File: config.mk
export PLATFORM = sky130hd
export DESIGN_NAME = stepper_tone_voice_generator
export DESIGN_NICKNAME = d
export VERILOG_FILES = /design/src/design/stvg_pkg.sv /design/src/design/stepper_tone_voice_generator.sv /design/src/design/stvg_ctrl.sv /design/src/design/stvg_dp.sv
export SDC_FILE = /design/constraint.sdc
export NUM_CORES = 1
export LEC_CHECK = 0
export BUFFER_PORTS_ARGS = -buffer_cell sky130_fd_sc_hd__buf_2
export CAP_MARGIN = 20
export CORE_MARGIN = 2
export CORE_UTILIZATION = 23
export CTS_CLUSTER_DIAMETER = 60
export CTS_CLUSTER_SIZE = 12
export DETAILED_ROUTE_END_ITERATION = 10
export SLEW_MARGIN = 20
export SYNTH_ARGS = -nofsm -noshare
export SYNTH_HDL_FRONTEND = slang
export SYNTH_SLANG_ARGS = --single-unit
File: constraint.sdc
create_clock -name i_clk -period 3.3 [get_ports i_clk]
set_clock_uncertainty 0.2 [all_clocks]
set_input_delay 0.33 -clock i_clk [delete_from_list [all_inputs] [get_ports i_clk]]
set_output_delay 0.33 -clock i_clk [all_outputs]
set_load 0.05 [all_outputs]
File: src/design/stvg_pkg.sv
// Shared types, constants and sizes of the stepper tone voice generator.
package stvg_pkg;

    localparam int VOICES   = 4;
    localparam int SUBSTEPS = 4;
    localparam int VOICE_W  = (VOICES > 1) ? $clog2(VOICES) : 1;
    localparam int SUB_W    = (SUBSTEPS > 1) ? $clog2(SUBSTEPS) : 1;

    localparam logic [VOICE_W-1:0] LAST_VOICE = VOICE_W'(VOICES - 1);
    localparam logic [SUB_W-1:0]   LAST_SUB   = SUB_W'(SUBSTEPS - 1);

    localparam logic [1:0] KIND_TICK     = 2'd0;
    localparam logic [1:0] KIND_NOTE_ON  = 2'd1;
    localparam logic [1:0] KIND_NOTE_OFF = 2'd2;

    localparam logic [1:0] ST_EMPTY = 2'd0;
    localparam logic [1:0] ST_ON    = 2'd1;
    localparam logic [1:0] ST_OFF   = 2'd2;

    localparam logic [3:0] COIL_PATTERN [4] = '{4'b0001, 4'b0010, 4'b0100, 4'b1000};

    typedef enum logic [1:0] {
        S_IDLE,
        S_TICK,
        S_DONE
    } t_state;

    typedef struct packed {
        logic               ev_load;
        logic               step_en;
        logic [VOICE_W-1:0] voice;
        logic               word_load;
    } t_cmd;

    typedef struct packed {
        logic out_free;
    } t_status;

endpackage

File: src/design/stepper_tone_voice_generator.sv
// Top level of the four-voice stepper tone voice generator.
// The input channel carries one item per event: a tick, a note on with its
// period, a note off, or another command that clears all voices.
// An item is accepted when i_valid is high and o_stall is low.
// A note event updates the voice table at the edge that accepts it and
// causes no result; the next item can be accepted in the following cycle.
// A tick runs one counter step per voice per substep on a single shared
// step unit in state S_TICK, then moves to S_DONE and loads the output
// register as the result once it is free; the block then returns to idle
// and takes the next item.
// The output channel presents o_coil_word with o_valid until the receiver
// drops i_stall. While the result waits, the block can accept and apply
// note events; a new tick stalls in its final cycle until the register frees.
// Reset is synchronous and active low; it empties all voices, zeroes their
// periods, counts and phases, and drops o_valid.
module stepper_tone_voice_generator (
    input  logic        i_clk,
    input  logic        i_rst_n,
    input  logic        i_valid,
    output logic        o_stall,
    input  logic [1:0]  i_kind,
    input  logic [6:0]  i_note,
    input  logic [15:0] i_period,
    output logic        o_valid,
    input  logic        i_stall,
    output logic [15:0] o_coil_word
);

    stvg_pkg::t_cmd    cmd;
    stvg_pkg::t_status status;

    stvg_ctrl u_ctrl (
        .i_clk    (i_clk),
        .i_rst_n  (i_rst_n),
        .i_valid  (i_valid),
        .i_kind   (i_kind),
        .i_status (status),
        .o_stall  (o_stall),
        .o_cmd    (cmd)
    );

    stvg_dp u_dp (
        .i_clk       (i_clk),
        .i_rst_n     (i_rst_n),
        .i_cmd       (cmd),
        .i_kind      (i_kind),
        .i_note      (i_note),
        .i_period    (i_period),
        .i_stall     (i_stall),
        .o_status    (status),
        .o_valid     (o_valid),
        .o_coil_word (o_coil_word)
    );

    a_tick_busy: assert property (@(posedge i_clk) disable iff (!i_rst_n)
        i_valid && !o_stall && i_kind == stvg_pkg::KIND_TICK |=> o_stall)
        else $error("Accepted tick did not make the block busy.");

    a_event_free: assert property (@(posedge i_clk) disable iff (!i_rst_n)
        i_valid && !o_stall && i_kind != stvg_pkg::KIND_TICK |=> !o_stall)
        else $error("Note event held the input side busy.");

    a_word_onehot: assert property (@(posedge i_clk) disable iff (!i_rst_n)
        o_valid |-> $onehot0(o_coil_word[3:0]) && $onehot0(o_coil_word[7:4]) &&
                    $onehot0(o_coil_word[11:8]) && $onehot0(o_coil_word[15:12]))
        else $error("Coil nibble has more than one phase set.");

    a_no_step_idle: assert property (@(posedge i_clk) disable iff (!i_rst_n)
        !o_stall |-> !cmd.step_en && !cmd.word_load)
        else $error("Datapath commanded while the controller is idle.");

endmodule

File: src/design/stvg_ctrl.sv
// Controller state machine that sequences note events, tick steps and result loading.
module stvg_ctrl (
    input  logic              i_clk,
    input  logic              i_rst_n,
    input  logic              i_valid,
    input  logic [1:0]        i_kind,
    input  stvg_pkg::t_status i_status,
    output logic              o_stall,
    output stvg_pkg::t_cmd    o_cmd
);

    stvg_pkg::t_state r_state, n_state;
    logic [stvg_pkg::VOICE_W-1:0] r_voice, n_voice;
    logic [stvg_pkg::SUB_W-1:0]   r_sub, n_sub;
    logic accept;

    assign accept = i_valid && (r_state == stvg_pkg::S_IDLE);

    always_ff @(posedge i_clk) begin
        if (!i_rst_n) begin
            r_state <= stvg_pkg::S_IDLE;
            r_voice <= '0;
            r_sub   <= '0;
        end else begin
            r_state <= n_state;
            r_voice <= n_voice;
            r_sub   <= n_sub;
        end
    end

    always_comb begin
        n_state = r_state;
        n_voice = r_voice;
        n_sub   = r_sub;
        case (r_state)
            stvg_pkg::S_IDLE: begin
                n_voice = '0;
                n_sub   = '0;
                if (accept && i_kind == stvg_pkg::KIND_TICK) begin
                    n_state = stvg_pkg::S_TICK;
                end
            end
            stvg_pkg::S_TICK: begin
                if (r_voice == stvg_pkg::LAST_VOICE) begin
                    n_voice = '0;
                    n_sub   = r_sub + 1'b1;
                    if (r_sub == stvg_pkg::LAST_SUB) begin
                        n_state = stvg_pkg::S_DONE;
                    end
                end else begin
                    n_voice = r_voice + 1'b1;
                end
            end
            stvg_pkg::S_DONE: begin
                if (i_status.out_free) begin
                    n_state = stvg_pkg::S_IDLE;
                end
            end
            default: begin
                n_state = stvg_pkg::S_IDLE;
            end
        endcase
    end

    always_comb begin
        o_cmd       = '0;
        o_cmd.voice = r_voice;
        o_stall     = 1'b1;
        case (r_state)
            stvg_pkg::S_IDLE: begin
                o_stall       = 1'b0;
                o_cmd.ev_load = accept && (i_kind != stvg_pkg::KIND_TICK);
            end
            stvg_pkg::S_TICK: begin
                o_cmd.step_en = 1'b1;
            end
            stvg_pkg::S_DONE: begin
                o_cmd.word_load = i_status.out_free;
            end
            default: begin
                o_stall = 1'b1;
            end
        endcase
    end

endmodule

File: src/design/stvg_dp.sv
// Datapath holding the voice registers, the step unit and the output register.
module stvg_dp (
    input  logic              i_clk,
    input  logic              i_rst_n,
    input  stvg_pkg::t_cmd    i_cmd,
    input  logic [1:0]        i_kind,
    input  logic [6:0]        i_note,
    input  logic [15:0]       i_period,
    input  logic              i_stall,
    output stvg_pkg::t_status o_status,
    output logic              o_valid,
    output logic [15:0]       o_coil_word
);

    logic [1:0]  r_status [stvg_pkg::VOICES];
    logic [6:0]  r_note   [stvg_pkg::VOICES];
    logic [15:0] r_period [stvg_pkg::VOICES];
    logic [15:0] r_count  [stvg_pkg::VOICES];
    logic [1:0]  r_phase  [stvg_pkg::VOICES];
    logic [1:0]  n_status [stvg_pkg::VOICES];
    logic [6:0]  n_note   [stvg_pkg::VOICES];
    logic [15:0] n_period [stvg_pkg::VOICES];
    logic        r_out_valid;
    logic [15:0] r_word;
    logic [15:0] word;
    logic [15:0] step_count;
    logic        step_wrap;
    logic        done;

    always_comb begin
        n_status = r_status;
        n_note   = r_note;
        n_period = r_period;
        done     = 1'b0;
        if (i_kind == stvg_pkg::KIND_NOTE_OFF) begin
            for (int v = 0; v < stvg_pkg::VOICES; v++) begin
                if (!done && r_note[v] == i_note) begin
                    n_status[v] = stvg_pkg::ST_OFF;
                    done        = 1'b1;
                end
            end
        end
        if (i_kind == stvg_pkg::KIND_NOTE_ON) begin
            for (int v = 0; v < stvg_pkg::VOICES; v++) begin
                if (!done && r_status[v] != stvg_pkg::ST_ON) begin
                    n_status[v] = stvg_pkg::ST_ON;
                    n_note[v]   = i_note;
                    n_period[v] = i_period;
                    done        = 1'b1;
                end
            end
        end
        if (!done) begin
            for (int v = 0; v < stvg_pkg::VOICES; v++) begin
                n_status[v] = stvg_pkg::ST_EMPTY;
                n_note[v]   = '0;
                n_period[v] = '0;
            end
        end
    end

    assign step_wrap  = r_count[i_cmd.voice] > r_period[i_cmd.voice];
    assign step_count = step_wrap ? 16'd1 : r_count[i_cmd.voice] + 16'd1;

    always_comb begin
        word = '0;
        for (int v = 0; v < stvg_pkg::VOICES; v++) begin
            if (r_status[v] == stvg_pkg::ST_ON) begin
                word[4*v +: 4] = stvg_pkg::COIL_PATTERN[r_phase[v]];
            end
        end
    end

    always_ff @(posedge i_clk) begin
        if (!i_rst_n) begin
            for (int v = 0; v < stvg_pkg::VOICES; v++) begin
                r_status[v] <= stvg_pkg::ST_EMPTY;
                r_note[v]   <= '0;
                r_period[v] <= '0;
                r_count[v]  <= '0;
                r_phase[v]  <= '0;
            end
        end else begin
            if (i_cmd.ev_load) begin
                r_status <= n_status;
                r_note   <= n_note;
                r_period <= n_period;
            end
            if (i_cmd.step_en) begin
                r_count[i_cmd.voice] <= step_count;
                if (step_wrap) begin
                    r_phase[i_cmd.voice] <= r_phase[i_cmd.voice] + 2'd1;
                end
            end
        end
    end

    always_ff @(posedge i_clk) begin
        if (!i_rst_n) begin
            r_out_valid <= 1'b0;
        end else if (i_cmd.word_load) begin
            r_out_valid <= 1'b1;
        end else if (!i_stall) begin
            r_out_valid <= 1'b0;
        end
    end

    always_ff @(posedge i_clk) begin
        if (i_cmd.word_load) begin
            r_word <= word;
        end
    end

    assign o_status.out_free = !r_out_valid || !i_stall;
    assign o_valid           = r_out_valid;
    assign o_coil_word       = r_word;

endmodule
==> metrics.cfg, run 1 <==
[global_route]
grtUsageTotal = 0.116
grt_antenna_before_repair = 0
met1_usage = 0.157
grt_pass1_wl_um = 38000
grt_pass1_vias = 6903
grt_max_degree = 73
grt_use_met2 = 0.190
grt_use_met3 = 0.0226
globalRouteOverflowTotal = 0
busiest_layer = met2

[power]
leakagePower_nw = 3.97
total_power_mw = 5.18
irDropWorstVdd_mv = 0.320
power_density_nw_per_um2 = 468

[cells_and_area]
fill_cells = 4229
insertedDiodeCount = 0
multiInputGateArea_um2 = 4120
fin_nets = 985
area.sequential_um2 = 4820
drive_above_1_share = 0.186
area_growth_syn_to_layout_pct = 19.2

[logic_synthesis]
syn_area_um2 = 9300
synth_area_per_cell_um2 = 10.8
postSynth.asyncResetShare = 0
synth_top_area_frac = 0.284
synthCells = 864
seq_area_frac_synth = 0.519
synth_area_leaders = edfxtp_1 (28%), dfxtp_1 (23%), mux4_2 (8.2%)
ys_types = 63
synth_ff_type = dfxtp_1
yosysWarnings = 0
yosysTopAreaCell = edfxtp_1
synth-edff-count = 88
syn_nets = 912
ys_ff_latch = 197

[critical_path]
cp.required_ps = 3280
critPathKind = flop to flop
worst_setup_path_start_kind = flop
end_kind = flop
critPathMaxFanout = 18
arrival_ps = 3150

[timing]
period_needed_ps = 3170
relSlewSlack = 0.412
hold_viol_final = 0
min_period_over_period = 0.960
final_max_slew_viol_count = 0
tightest_slew_ps = 881
fmax_mhz = 316
finalSetupViolCount = 0
fin_hold_ws_ps = 45.0

[status]
status = complete, no violations

[place]
numPortBuffers = 46
dp_hpwl_um = 15800
gp_congestion = 0.817

[die]
ios = 47
rows = 73
die_w_um = 205
die_area_um2 = 42000
initial_utilization = 0.233
core_um2 = 39800
chipHeight_um = 205

[clock_tree]
clock_sinks = 197
cts_buffer_depth = 2
cts_max_level = 4
cts.clk_slew.worst_paths_ps = 70
clockRootBuffer = clkbuf_16
cts_buffers = 17
cts_tree = built
clk-insertion-delay-late_ps = 440

[drt]
initialDrtViolationCount = 490
wire_per_inst_um = 16.2
firstDrtPassIters = 5
drt_wl_total_um = 23900
drc_errors = 0
vias = 6874
viasPerCell = 4.66
ant_nets = 0

[worst_hold_path]
holdCritPathClass = input pin to flop

[flow_run]
maxCapViolCount = 0

critical path, stage by stage, from the launching register on:
cell and delay, ps:
dfxtp_1 350, buf_12 190, mux4_2 630, ha_1 360
nand4_1 130, or4_4 570, o21ai_4 110, buf_4 180
buf_4 120, nor3_1 50
synth_stat cells, types with 22 or more instances:
cell,instances
dfxtp_1,109
nand2_1,100
o21ai_0,31
mux4_2,34
a22o_1,23
and2_1,22
o22ai_1,47
xor2_1,28
edfxtp_1,88
inv_1,23
a21oi_1,34
nor2_1,112
final cells by class:
| type | count | share of cell area |
|---|---|---|
| Clock buffer | 18 | 0.0387 |
| Clock inverter | 14 | 0.0138 |
| Inverter | 24 | 0.00813 |
| Multi-Input combinational cell | 590 | 0.372 |
| Sequential cell | 197 | 0.436 |
| Tap cell | 525 | 0.0593 |
| Timing Repair Buffer | 107 | 0.0727 |
power by group:
group	leakage (nW)	switching [mW]	internal (mW)
Clock	0.272	0.956	1.13
Sequential	1.79	0.0233	2.59
Combinational	1.91	0.308	0.178
Total	3.97	1.29	3.89
cell usage in the layout (no fill, tap or decap), types with 3 or more instances in the layout:
cell type,n
nand2b_1,9
nand3_1,14
edfxtp_1,88
o22ai_1,47
mux4_2,34
nor3_1,19
a22o_1,23
a21o_1,3
a21oi_1,34
xnor2_1,14
buf_4,38
and2_1,22
xor2_1,28
clkinv_1,3
buf_12,6
dlygate4sd3_1,17
clkbuf_16,17
a31oi_1,3
a211oi_1,5
a22oi_1,5
a21oi_2,3
buf_2,46
dfxtp_1,109
nor4_2,3
and3_1,9
nand2_1,100
nor3b_1,3
o21ai_0,29
nor2b_1,7
ha_1,19
nand4_1,10
nor2_1,112
clkinvlp_4,3
clkinv_4,3
inv_1,23
through the flow:
step	std cells	utilization	worst slack (ps)	TNS (ps)	area (um2)
finish	1475	0.278	133	0	11100
global placement	1414	0.257	70.0	0	10200
detailed placement	1414	0.257	46.5	0	10200
floorplan	864	-	11.0	0	9300
global route	1475	0.278	-20.4	-73.9	11100
CTS	1463	0.276	47.4	0	11000
sequential cells by signal, summed over array words and instances (netlist names), named ones only:
register          count
u_ctrl.r_sub          2
u_dp.r_note          28
u_dp.r_status         8
u_dp.r_count         64
u_dp.o_valid          1
u_ctrl.r_voice        2
u_ctrl.r_state        2
u_dp.r_phase          8
u_dp.r_period        64
u_dp.o_coil_word     16
final timing paths:
| path | from | slack (ps) | to | cells after the start |
|---|---|---|---|---|
| worst min-delay path | i_note[3] | 40 | u_dp.r_note[10]$_SDFFE_PN0P_ | 2 |
| worst min register to register | u_dp.r_period[36]$_SDFFE_PN0P_ | 270 | u_dp.r_period[36]$_SDFFE_PN0P_ | 2 |
| worst max register to register | flop | 130 | u_dp.r_phase[1][0]$_SDFFCE_PN0P_ | 9 |
| worst max-delay path | flop | 130 | u_dp.r_phase[1][0]$_SDFFCE_PN0P_ | 9 |
cells by family after synthesis:
| logic type | share of synthesized area |
|---|---|
| AND/OR/NAND/NOR | 0.163 |
| flip-flops | 0.519 |
| AO/OA/AOI/OAI | 0.128 |
| buffers and inverters | 0.0402 |
| XOR/XNOR | 0.0413 |
| multiplexers | 0.0824 |
| adder cells (fa/ha/maj) | 0.0256 |
repair_timing:
item	CTS	global route
endpoints found under the setup margin	0	66
buffers inserted	0	12
hold endpoints to repair	33	0
hold buffers	17	0
resized for setup	0	4
layer usage:
metal	wire [um]	part of all wire	vias up
met5	0	0	-
met2	11300	0.47	181
met3	1150	0.048	19
met4	214	0.0089	0
met1	11200	0.47	3394
li1	-	-	3280
Power figures use the tool's default switching activity.
==> inputs of run 2 (changes only) <==
Settings changed: BUFFER_PORTS_ARGS -buffer_cell sky130_fd_sc_hd__buf_2 to -buffer_cell sky130_fd_sc_hd__buf_4.
==> run 2 against run 1 <==
  * Clock-buffer cell count down 1
  * Core utilization rose by 0.32 points
  * Sequential power about the same
  * Clock power up 5%
  * Die area did not move
  * Combinational power up 1%
  * Setup slack better by 9.2 ps
  * Design area up 1.2%
  * Register-to-register slack barely moved
  * Via count is 0.47% higher
  * Global-route usage is essentially flat
  * Highest routed layer unchanged
==> metrics.cfg, run 2 (synthesis results as in run 1) <==
[clock_tree]
cts_tree = built
clock_sinks = 197
clockRootBuffer = clkbuf_16
cts_buffers = 17
cts_buffer_depth = 2
cts_max_level = 4
cts.clk_slew.worst_paths_ps = 80
clk-insertion-delay-late_ps = 440

[global_route]
grt_antenna_before_repair = 0
grt_pass1_wl_um = 38000
grt_max_degree = 73
grt_pass1_vias = 6731
globalRouteOverflowTotal = 0
grtUsageTotal = 0.116

[drt]
initialDrtViolationCount = 536
viasPerCell = 4.69
drc_errors = 0
ant_nets = 0
wire_per_inst_um = 16.1
drt_wl_total_um = 23700
firstDrtPassIters = 5
vias = 6906

[timing]
min_period_over_period = 0.957
fmax_mhz = 317
hold_viol_final = 0
final_max_slew_viol_count = 0
finalSetupViolCount = 0
period_needed_ps = 3160
tightest_slew_ps = 846
relSlewSlack = 0.435

[cells_and_area]
layout_commonest_cell = nor2_1
insertedDiodeCount = 0
fin_area_um2 = 11200
fin_nets = 984
utilization = 0.281
reg_top3 = u_dp.r_count (64), u_dp.r_period (64), u_dp.r_note (28)
layout_common_cells = nor2_1 (112), dfxtp_1 (109), nand2_1 (100)
fin_cells = 1474
drive_above_1_share = 0.180
area_growth_syn_to_layout_pct = 20.5

[critical_path]
cp.required_ps = 3290
critPathMaxFanout = 17
end_kind = flop
worst_setup_path_start_kind = flop
reg2reg_slack_ps = 140
critPathKind = flop to flop
arrival_ps = 3140

[die]
die_w_um = 205
rows = 73
initial_utilization = 0.233
chipHeight_um = 205
core_um2 = 39800
ios = 47
die_area_um2 = 42000

[worst_hold_path]
hp-start = i_kind[1]
holdCritPathClass = input pin to flop

[place]
numPortBuffers = 46
dp_cells = 1415
gp_congestion = 0.767
place_area_um2 = 10300
dp_hpwl_um = 15900

[power]
irDropWorstVdd_mv = 0.210
power_density_nw_per_um2 = 472
total_power_mw = 5.29
leakagePower_nw = 4.01

[flow_run]
maxCapViolCount = 0

[status]
status = complete, no violations

## run 2: changes by cell type in the layout (fill, tap and decap cells not counted), moves of 2 or more
| cell | change |
|---|---|
| clkinvlp_4 | -2 |
| buf_12 | -2 |
| buf_2 | -46 |
| o21ai_1 | +2 |
| inv_8 | +5 |
| dlygate4sd3_1 | +7 |
| o21ai_0 | -2 |
| buf_4 | +40 |
## run 2: timing repair
action	4_1_cts	5_1_grt
hold buffers	24	0
setup endpoints to repair	0	72
hold endpoints to repair	36	0
gates resized for setup	0	6
setup buffers	0	3
## run 2: layout make-up
| type | instances | area (um2) |
|---|---|---|
| clock buffers | 17 | 425 |
| clock inverters | 15 | 185 |
| fillers | 4178 | 28600 |
| inverters | 24 | 90.1 |
| multi-input cells | 590 | 4120 |
| flip-flops and latches | 197 | 4820 |
| well taps | 525 | 657 |
| repair buffers | 106 | 906 |
## run 2: power by group
part	switching [mW]	internal (mW)
clock	1.02	1.16
combinational	0.307	0.185
sequential	0.0229	2.59
total	1.35	3.93
## run 2: critical path, stage by stage (launching register included)
cell and delay (ps):
dfxtp_1 360, buf_12 190, mux4_2 550, ha_1 350, a21o_1 200, o21bai_1 160, o32a_1 330, o21ai_4 220
buf_4 230, o21ai_1 120
## run 2: worst paths after layout
path / endpoint / cells after the start
max: u_dp.r_phase[2][0]$_SDFFCE_PN0P_ / 9
min reg2reg: u_dp.r_period[38]$_SDFFE_PN0P_ / 2
max reg2reg: u_dp.r_phase[2][0]$_SDFFCE_PN0P_ / 9
min: u_dp.r_status[4]$_SDFFE_PN0P_ / 3
## run 2: through the flow
stage               hold WS, ps  worst slack, ps  TNS (ps)
global route               30.4            -14.5     -38.3
finish                     13.6              142         0
global placement            251             84.6         0
floorplan                   243             11.0         0
detailed placement          258             13.8         0
CTS                        9.05             7.01         0
## run 2: per-layer routing
metal	track usage	vias to the layer above	part of all wire
met5	0	-	0
met4	0.0285	0	0.0065
met3	0.0235	10	0.051
li1	-	3285	-
met2	0.185	169	0.47
met1	0.160	3442	0.47
==> inputs of run 3 (changes only) <==
Clock period 3.3 ns to 2.7 ns, I/O delays scaled along.
==> run 3 against run 2 <==
  * The run now ends with negative setup slack left
  * Sequential power is 22% higher
  * Flip-flop and latch count stayed put
  * First-iteration DRC count decreased by 29%
  * Cell count rose by 3.0%
  * Clock-buffer cell count grew 1
  * Routed wire length increased by 3.1%
  * Core utilization grew 1.6 points
  * Global-route usage is 0.10 points higher
  * Via count is 2.4% higher
  * Clock power increased by 19%
  * Power rose by 23%
  * Die area is the same
  * Critical endpoint is now u_dp.r_count[1][0]$_SDFFCE_PN0P_
  * Largest cell class unchanged
==> metrics.cfg, run 3 (synthesis results as in run 1) <==
[status]
status = complete, but fails checks
violations = negative setup slack

[drt]
initialDrtViolationCount = 383
drt_wl_total_um = 24500
ant_nets = 0
drc_errors = 0
viasPerCell = 4.66
firstDrtPassIters = 5
wire_per_inst_um = 16.1
vias = 7069

[place]
numPortBuffers = 46
dp_cells = 1449
gp_congestion = 0.799
dp_hpwl_um = 16600

[die]
ios = 47
core_um2 = 39800
die_w_um = 205
die_area_um2 = 42000
chipHeight_um = 205
initial_utilization = 0.233
rows = 73

[cells_and_area]
drive_above_1_share = 0.259
area_growth_syn_to_layout_pct = 27.6
area.sequential_um2 = 4830
fill_cells = 4139
fin_cells = 1518
fin_nets = 1028
insertedDiodeCount = 0
multiInputGateArea_um2 = 4340
layout_common_cells = buf_4 (110), dfxtp_1 (107), nand2_1 (100)
reg_top3 = u_dp.r_count (64), u_dp.r_period (64), u_dp.r_note (28)
layout_commonest_cell = buf_4

[critical_path]
arrival_ps = 3120
r2r_cells = 10
reg2reg_slack_ps = -440
critPathMaxFanout = 9
cpMostUsedCell = buf_12
worst_setup_path_start_kind = flop
critPathKind = flop to flop
cp.required_ps = 2680
path_depth = 10
crit_buf_inv = 3
crit_family = simple AND/OR/NAND/NOR gates
end_kind = flop
path_cells = buf_12, mux4_2, ha_4, nand4_1, buf_4, or4_4, o21ai_4, buf_12, and2_1, nor2_1
cpPeakStageDelay_ps = 590
worst_path_max_delay_cell = mux4_2
r2r_end = u_dp.r_count[1][0]$_SDFFCE_PN0P_

[timing]
final_max_slew_viol_count = 0
relSlewSlack = 0.500
fin_tns_setup_ps = -31800
fmax_mhz = 318
tightest_slew_ps = 751
min_period_over_period = 1.16
period_needed_ps = 3140
finalSetupViolCount = 80
rsz0062_at_grt = yes
fin_ws_ps = -441
hold_viol_final = 0

[global_route]
globalRouteOverflowTotal = 0
grt_pass1_wl_um = 38200
grtUsageTotal = 0.117
grt_antenna_before_repair = 0
grt_max_degree = 73
grt_pass1_vias = 6985

[flow_run]
maxCapViolCount = 0

[power]
leakagePower_nw = 4.28
power_density_nw_per_um2 = 547
irDropWorstVdd_mv = 0.409

[clock_tree]
cts_buffer_depth = 2
clock_sinks = 197
cts_max_level = 4
cts_tree = built
clk-insertion-delay-late_ps = 430
cts_buffers = 17
clockRootBuffer = clkbuf_16
cts.clk_slew.worst_paths_ps = 70

[worst_hold_path]
holdCritPathClass = input pin to flop
worstHoldEndpoint = u_dp.r_phase[1][0]$_SDFFCE_PN0P_
hp-start = i_rst_n
hold_depth = 2

==> run 3: changes by cell type in the layout (fill, tap and decap cells not counted), sizes merged <==
cell | previous run | this run
buf | 82 | 124
clkinv | 4 | 7
inv | 32 | 29
clkbuf | 17 | 19
clkinvlp | 1 | 0
dlygate4sd3 | 24 | 25
==> run 3: how the worst max path moves through the flow <==
stage	startpoint	end	slack, ps
after floorplan	flop	u_dp.r_count[0][10]$_SDFFCE_PN0P_	-310
after global placement	u_ctrl.r_voice[0]$_SDFFE_PN0N_	u_dp.r_phase[0][0]$_SDFFCE_PN0P_	-420
after detailed placement	flop	u_dp.r_phase[0][1]$_SDFFCE_PN0P_	-460
after CTS	flop	u_dp.r_count[0][10]$_SDFFCE_PN0P_	-400
after global routing	u_ctrl.r_voice[0]$_SDFFE_PN0N_	u_dp.r_count[1][13]$_SDFFCE_PN0P_	-540
final	flop	u_dp.r_count[1][0]$_SDFFCE_PN0P_	-440
==> run 3: report_power, final <==
part	switching, mW	internal [mW]	total [mW]
sequential	0.0289	3.16	3.19
clock	1.19	1.40	2.59
combinational	0.415	0.291	0.706
total	1.64	4.85	6.49
==> run 3: worst reg2reg max path, stage by stage, from the launching register on <==
cell     delay, ps
dfxtp_4        410
buf_12         140
mux4_2         590
ha_4           300
nand4_1        120
buf_4          150
or4_4          480
o21ai_4         90
buf_12         140
and2_1         190
nor2_1          70
==> run 3: repair_timing <==
item / in CTS / in global routing
gates cloned: 0 / 1
buffers inserted: 3 / 8
gates resized for setup: 10 / 28
setup endpoints to repair: 80 / 135
hold endpoints to repair: 73 / 0
hold buffers: 25 / 0
pin swaps: 1 / 3
==> run 3: final cells by class <==
type / instances / area share
Tap cell: 525 / 0.0554
Clock buffer: 18 / 0.0362
Timing Repair Buffer: 150 / 0.114
Clock inverter: 14 / 0.0139
Sequential cell: 197 / 0.407
Inverter: 24 / 0.00760
Multi-Input combinational cell: 590 / 0.366
==> run 3: per-stage QoR <==
step | setup slack, ps | hold slack (ps) | cell area, um2 | power, mW | util
6_report | -441 | 16.7 | 11900 | 6.49 | 0.298
5_1_grt | -535 | 4.98 | 11900 | 6.70 | 0.298
4_1_cts | -401 | 12.7 | 11700 | 6.49 | 0.293
3_5_place_dp | -462 | 258 | 10700 | 3.88 | 0.269
3_3_place_gp | -418 | 251 | 10700 | 3.87 | 0.269
2_1_floorplan | -307 | 195 | 9430 | 3.66 | -
==> run 3: layer usage <==
layer / track usage / wire, um / vias up
met3: 0.0194 / 1010 / 13
met5: 0 / 0 / -
met4: 0.0283 / 242 / 0
met1: 0.156 / 11500 / 3532
li1: - / - / 3370
met2: 0.197 / 11700 / 154
